[src/hdl/aes_pkg.sv]
// ----------------------------------------------------------------------------
// aes_pkg
// shared types, constants and tables for the aes-128 encryption unit
// ----------------------------------------------------------------------------
package aes_pkg;

  localparam int HALF_W   = 64;
  localparam int BLOCK_W  = 128;
  localparam int RND_W    = 4;
  localparam int CFG_IDX_W = 2;

  localparam logic [RND_W-1:0] LAST_ROUND = 4'd9;

  // register indexes
  localparam logic [CFG_IDX_W-1:0] CFG_KEY_HIGH = 2'd0;
  localparam logic [CFG_IDX_W-1:0] CFG_KEY_LOW  = 2'd1;

  typedef struct packed {
    logic [HALF_W-1:0] plain_high;
    logic [HALF_W-1:0] plain_low;
  } plain_t;

  typedef struct packed {
    logic [HALF_W-1:0] cipher_high;
    logic [HALF_W-1:0] cipher_low;
  } cipher_t;

  typedef enum logic {
    ST_IDLE,
    ST_RUN
  } state_t;

  // controller to datapath
  typedef struct packed {
    logic             load;
    logic             step;
    logic [RND_W-1:0] rnd;
  } cmd_t;

  localparam logic [7:0] SBOX [256] = '{
    8'h63,8'h7C,8'h77,8'h7B,8'hF2,8'h6B,8'h6F,8'hC5,8'h30,8'h01,8'h67,8'h2B,8'hFE,8'hD7,8'hAB,8'h76,
    8'hCA,8'h82,8'hC9,8'h7D,8'hFA,8'h59,8'h47,8'hF0,8'hAD,8'hD4,8'hA2,8'hAF,8'h9C,8'hA4,8'h72,8'hC0,
    8'hB7,8'hFD,8'h93,8'h26,8'h36,8'h3F,8'hF7,8'hCC,8'h34,8'hA5,8'hE5,8'hF1,8'h71,8'hD8,8'h31,8'h15,
    8'h04,8'hC7,8'h23,8'hC3,8'h18,8'h96,8'h05,8'h9A,8'h07,8'h12,8'h80,8'hE2,8'hEB,8'h27,8'hB2,8'h75,
    8'h09,8'h83,8'h2C,8'h1A,8'h1B,8'h6E,8'h5A,8'hA0,8'h52,8'h3B,8'hD6,8'hB3,8'h29,8'hE3,8'h2F,8'h84,
    8'h53,8'hD1,8'h00,8'hED,8'h20,8'hFC,8'hB1,8'h5B,8'h6A,8'hCB,8'hBE,8'h39,8'h4A,8'h4C,8'h58,8'hCF,
    8'hD0,8'hEF,8'hAA,8'hFB,8'h43,8'h4D,8'h33,8'h85,8'h45,8'hF9,8'h02,8'h7F,8'h50,8'h3C,8'h9F,8'hA8,
    8'h51,8'hA3,8'h40,8'h8F,8'h92,8'h9D,8'h38,8'hF5,8'hBC,8'hB6,8'hDA,8'h21,8'h10,8'hFF,8'hF3,8'hD2,
    8'hCD,8'h0C,8'h13,8'hEC,8'h5F,8'h97,8'h44,8'h17,8'hC4,8'hA7,8'h7E,8'h3D,8'h64,8'h5D,8'h19,8'h73,
    8'h60,8'h81,8'h4F,8'hDC,8'h22,8'h2A,8'h90,8'h88,8'h46,8'hEE,8'hB8,8'h14,8'hDE,8'h5E,8'h0B,8'hDB,
    8'hE0,8'h32,8'h3A,8'h0A,8'h49,8'h06,8'h24,8'h5C,8'hC2,8'hD3,8'hAC,8'h62,8'h91,8'h95,8'hE4,8'h79,
    8'hE7,8'hC8,8'h37,8'h6D,8'h8D,8'hD5,8'h4E,8'hA9,8'h6C,8'h56,8'hF4,8'hEA,8'h65,8'h7A,8'hAE,8'h08,
    8'hBA,8'h78,8'h25,8'h2E,8'h1C,8'hA6,8'hB4,8'hC6,8'hE8,8'hDD,8'h74,8'h1F,8'h4B,8'hBD,8'h8B,8'h8A,
    8'h70,8'h3E,8'hB5,8'h66,8'h48,8'h03,8'hF6,8'h0E,8'h61,8'h35,8'h57,8'hB9,8'h86,8'hC1,8'h1D,8'h9E,
    8'hE1,8'hF8,8'h98,8'h11,8'h69,8'hD9,8'h8E,8'h94,8'h9B,8'h1E,8'h87,8'hE9,8'hCE,8'h55,8'h28,8'hDF,
    8'h8C,8'hA1,8'h89,8'h0D,8'hBF,8'hE6,8'h42,8'h68,8'h41,8'h99,8'h2D,8'h0F,8'hB0,8'h54,8'hBB,8'h16
  };

  function automatic logic [7:0] sbox(input logic [7:0] b);
    return SBOX[b];
  endfunction

  // round constant for key expansion
  function automatic logic [7:0] rcon(input logic [RND_W-1:0] rnd);
    logic [7:0] rc;
    unique case (rnd)
      4'd0:    rc = 8'h01;
      4'd1:    rc = 8'h02;
      4'd2:    rc = 8'h04;
      4'd3:    rc = 8'h08;
      4'd4:    rc = 8'h10;
      4'd5:    rc = 8'h20;
      4'd6:    rc = 8'h40;
      4'd7:    rc = 8'h80;
      4'd8:    rc = 8'h1B;
      4'd9:    rc = 8'h36;
      default: rc = 8'h00;
    endcase
    return rc;
  endfunction

  // multiply by x in gf(2^8)
  function automatic logic [7:0] xtime(input logic [7:0] v);
    return v[7] ? ({v[6:0], 1'b0} ^ 8'h1B) : {v[6:0], 1'b0};
  endfunction

endpackage

[src/hdl/aes_ctrl.sv]
// ----------------------------------------------------------------------------
// aes_ctrl
// round sequencer and result handshake for the aes-128 encryption unit
// ----------------------------------------------------------------------------
module aes_ctrl (
  input  logic              clk,
  input  logic              rst_n,
  input  logic              in_valid,
  output logic              in_stall,
  output logic              out_valid,
  input  logic              out_stall,
  output aes_pkg::cmd_t     cmd
);

  aes_pkg::state_t               state_r, state_nxt;
  logic [aes_pkg::RND_W-1:0]     rnd_r, rnd_nxt;
  logic                          out_valid_r, out_valid_nxt;
  logic                          last;
  logic                          out_free;
  logic                          accept;
  logic                          step;

  assign last     = (rnd_r == aes_pkg::LAST_ROUND);
  assign out_free = !out_valid_r || !out_stall;

  // next state
  always_comb begin
    state_nxt = state_r;
    unique case (state_r)
      aes_pkg::ST_IDLE: begin
        if (in_valid) state_nxt = aes_pkg::ST_RUN;
      end
      aes_pkg::ST_RUN: begin
        if (last && out_free) state_nxt = aes_pkg::ST_IDLE;
      end
      default: state_nxt = aes_pkg::ST_IDLE;
    endcase
  end

  // outputs
  always_comb begin
    accept = 1'b0;
    step   = 1'b0;
    unique case (state_r)
      aes_pkg::ST_IDLE: begin
        accept = in_valid;
      end
      aes_pkg::ST_RUN: begin
        // last round waits until the output register is free
        step = !last || out_free;
      end
      default: begin
        accept = 1'b0;
        step   = 1'b0;
      end
    endcase
  end

  always_comb begin
    rnd_nxt = rnd_r;
    if (accept) rnd_nxt = '0;
    else if (step && !last) rnd_nxt = rnd_r + 1'b1;

    if (step && last) out_valid_nxt = 1'b1;
    else out_valid_nxt = out_valid_r && out_stall;
  end

  always_ff @(posedge clk) begin
    if (!rst_n) begin
      state_r     <= aes_pkg::ST_IDLE;
      rnd_r       <= '0;
      out_valid_r <= 1'b0;
    end else begin
      state_r     <= state_nxt;
      rnd_r       <= rnd_nxt;
      out_valid_r <= out_valid_nxt;
    end
  end

  assign in_stall  = (state_r != aes_pkg::ST_IDLE);
  assign out_valid = out_valid_r;
  assign cmd.load  = accept;
  assign cmd.step  = step;
  assign cmd.rnd   = rnd_r;

endmodule

[config.mk]
export PLATFORM = sky130hd
export DESIGN_NAME = aes_ctrl
export DESIGN_NICKNAME = d
export VERILOG_FILES = /design/src/hdl/aes_pkg.sv /design/src/hdl/aes_ctrl.sv
export SDC_FILE = /design/constraint.sdc
export NUM_CORES = 1
export LEC_CHECK = 0
export ABC_AREA = 1
export CAP_MARGIN = 20
export CORE_AREA = 2 2 39 41
export DETAILED_ROUTE_END_ITERATION = 10
export DIE_AREA = 0 0 41 43
export DONT_BUFFER_PORTS = 1
export PLACE_DENSITY_LB_ADDON = 0.1
export RECOVER_POWER = 100
export SLEW_MARGIN = 20
export SYNTH_ARGS = -nofsm -noshare
export SYNTH_HDL_FRONTEND = slang
export SYNTH_SLANG_ARGS = --single-unit
export TNS_END_PERCENT = 50
[constraint.sdc]
create_clock -name clk -period 2.3 [get_ports clk]
set_input_delay 0.115 -clock clk [delete_from_list [all_inputs] [get_ports clk]]
set_output_delay 0.115 -clock clk [all_outputs]
set_load 0.01 [all_outputs]
==> out/qor.yml <==
run_status:
  outcome: "finished, final reports clean"
synthesis:
  ys_top_cells_by_count: "7 x inv_1, 6 x a21oi_1, 6 x dfxtp_1, 6 x nand2_1"
  synth_edf_count: 0
  synth_ff_type: "dfxtp_1"
  ys_ff_latch: 6
  synth_nets: 52
  yosysTopAreaCellShare_pct: 34.9
  seq_area_frac_synth_pct: 34.9
  synth_cells: 46
  synth_warnings: 0
  ys_types: 17
  synth_area_sq_um: 344
  synth_most_common_cell: "inv_1"
  synth_largest_area_cell: "dfxtp_1"
  synth_area_leaders: "dfxtp_1 35%, a21oi_1 8.7%, inv_1 7.6%"
  synth-async-reset-ratio_pct: 0
  syn_avg_cell_area_sq_um: 7.48
detailed_routing:
  final_antenna_net_count: 0
  wirelength_microns: 703
  drt_iter0_markers: 10
  firstDrtPassIters: 3
  vias_per_cell: 4.52
  wire_per_inst_microns: 11.2
  vias: 285
  drc: 0
critical_path:
  cp.required_ps: 2180
  worst-path-max-fanout: 5
  r2r_slack_ps: 1040
  cp-end-kind: "output pin"
  path_buf_inv: 1
  cp_cell_sequence: "inv_1 > ha_1 > nand3_1 > nand2_1 > o21ai_0"
  rr_worst_depth: 4
  cp_slowest_stage_delay_ps: 460
  rr_startpoint: "rnd_r[0]"
  cp-start-kind: "register"
  cp_data_arrival_time_ps: 1400
  crit_path_top_delay_cell: "dfxtp_1"
  worst-setup-path-type: "reg2out"
  reg2reg_to: "in_stall"
  path_delay_family: "flip-flops"
cts:
  cts_tree: "done"
  clkLatencyLatePin_ps: 240
  cts_made_buffers: 3
  cts_resized: 0
  cts_setup_buffers: 0
  clock_path_buffers: 2
  cts_sinks: 6
  clk_pin_slew_ps: 50
  clockRootBuffer: "clkbuf_4"
  cts-htree-levels: 1
sta:
  worstMarginPinSlew_ps: 417
  clock.fmax_mhz: 659
  period_needed_ps: 1520
  hold_viol: 0
  rsz0062_at_grt: "false"
  min_period_over_period_pct: 66.0
  slew-limit-headroom_pct: 72.2
  finalSetupViolations: 0
  finalSetupTns_ps: 0
  maxSlewViolCount: 0
  finClkSkew_ps: 2.10
layout:
  num_antenna_cells: 0
  finalNetCount: 55
  drive_above_1_share_pct: 12.8
  fill_cells: 155
  final_util_pct: 26.2
  areaGrowthSynthToFinish_pct: 5.45
global_routing:
  overflow: 0
  antenna_found_initial: 0
  grt_first_pass_wirelength_microns: 1190
  grt_pass1_vias: 283
  grt_max_degree: 11
  grt_usage_pct: 10.8
floorplan:
  rows: 14
  ios: 12
  initial_core_util_pct: 24.9
  core-area_sq_um: 1380
  die_area_sq_um: 1760
  die_x_microns: 41
  die_h_microns: 43
min_path:
  min_to: "rnd_r[1]"
  worstHoldPathType: "in2reg"
  hold_depth: 2
  hold_start: "rst_n"
placement:
  port_buffers: 0
  place_congestion: 0.701
pwr:
  peakVddDrop_mv: 0.255
  power.density_nw_per_um2: 651
  p_leak_nw: 0.162
  power_mw: 0.236
flow_run:
  drv_cap: 0
-- area by class of cell --
cell class              count  area, sq um  area share [%]
repair buffers              1         10.0            2.76
flip-flops and latches      6          120            33.1
well taps                  16         20.0            5.52
inverters                  10         37.5            10.3
multi-input cells          27          153            42.1
clock buffers               3         22.5            6.21
-- registers in the layout, indices dropped and copies added, names as in the netlist --
name / cells
in_stall: 1
out_valid: 1
rnd_r: 4
-- worst max-delay path by stage --
stage	from	end	slack [ps]	cells past startpoint
2_1_floorplan	rnd_r[0]	cmd[4]	1140	5
3_3_place_gp	rnd_r[1]	cmd[4]	1080	5
3_5_place_dp	rnd_r[1]	cmd[4]	1070	5
4_1_cts	rnd_r[1]	cmd[4]	800	5
5_1_grt	rnd_r[1]	cmd[4]	670	5
6_report	rnd_r[1]	cmd[4]	780	5
-- where the power goes --
part / total [mW] / switching (mW) / leakage, nW / internal [mW]
logic: 0.0212 / 0.0127 / 0.0989 / 0.00858
clock network: 0.0974 / 0.0383 / 0.0138 / 0.0591
registers: 0.118 / 0.00956 / 0.0488 / 0.108
total: 0.236 / 0.0606 / 0.162 / 0.176
-- layer usage --
| layer | track usage [%] | part of all wire (%) |
|---|---|---|
| met1 | 13.1 | 46 |
| met2 | 13.4 | 45 |
| met3 | 4.71 | 6.4 |
| met4 | 10.0 | 2.0 |
| met5 | 0 | 0 |
-- worst reg2reg max path, delay by kind of cell, from the launching register on --
| family | cells | cell delay, ps |
|---|---|---|
| AO/OA/AOI/OAI | 2 | 290 |
| adder cells (fa/ha/maj) | 1 | 230 |
| AND/OR/NAND/NOR | 1 | 160 |
| flip-flops | 1 | 470 |
-- per-stage QoR --
step           cell area, sq um  hold WS (ps)  std cells  worst slack, ps
3_5_place_dp                338           264         59             1070
4_1_cts                     360          2.20         62              797
2_1_floorplan               344           247         46             1140
5_1_grt                     363          1.74         63              667
6_report                    363          13.3         63              782
3_3_place_gp                338           263         59             1080
-- cell families after synthesis --
group | Yosys count | synth area share, %
simple gates | 16 | 26.2
buf+inv | 13 | 18.5
compound gates | 9 | 13.1
flops | 6 | 34.9
fa+ha+maj | 2 | 7.27
-- layout by cell type (no fill, tap or decap) --
cell	n
clkbuf_4	3
nand3_1	4
ha_1	2
inv_2	1
a21oi_1	6
dlygate4sd3_1	1
nand4_2	1
nand2_2	1
nor2_1	1
inv_1	8
nand2_1	7
clkinv_1	1
o21ai_0	3
dfxtp_1	6
nand3b_1	1
nand4_1	1
-- timing repair --
action                                  4_1_cts  5_1_grt
hold endpoints to repair                      0        1
endpoints found under the setup margin        0        0
hold buffers                                  0        1
Power figures use the tool's default switching activity.
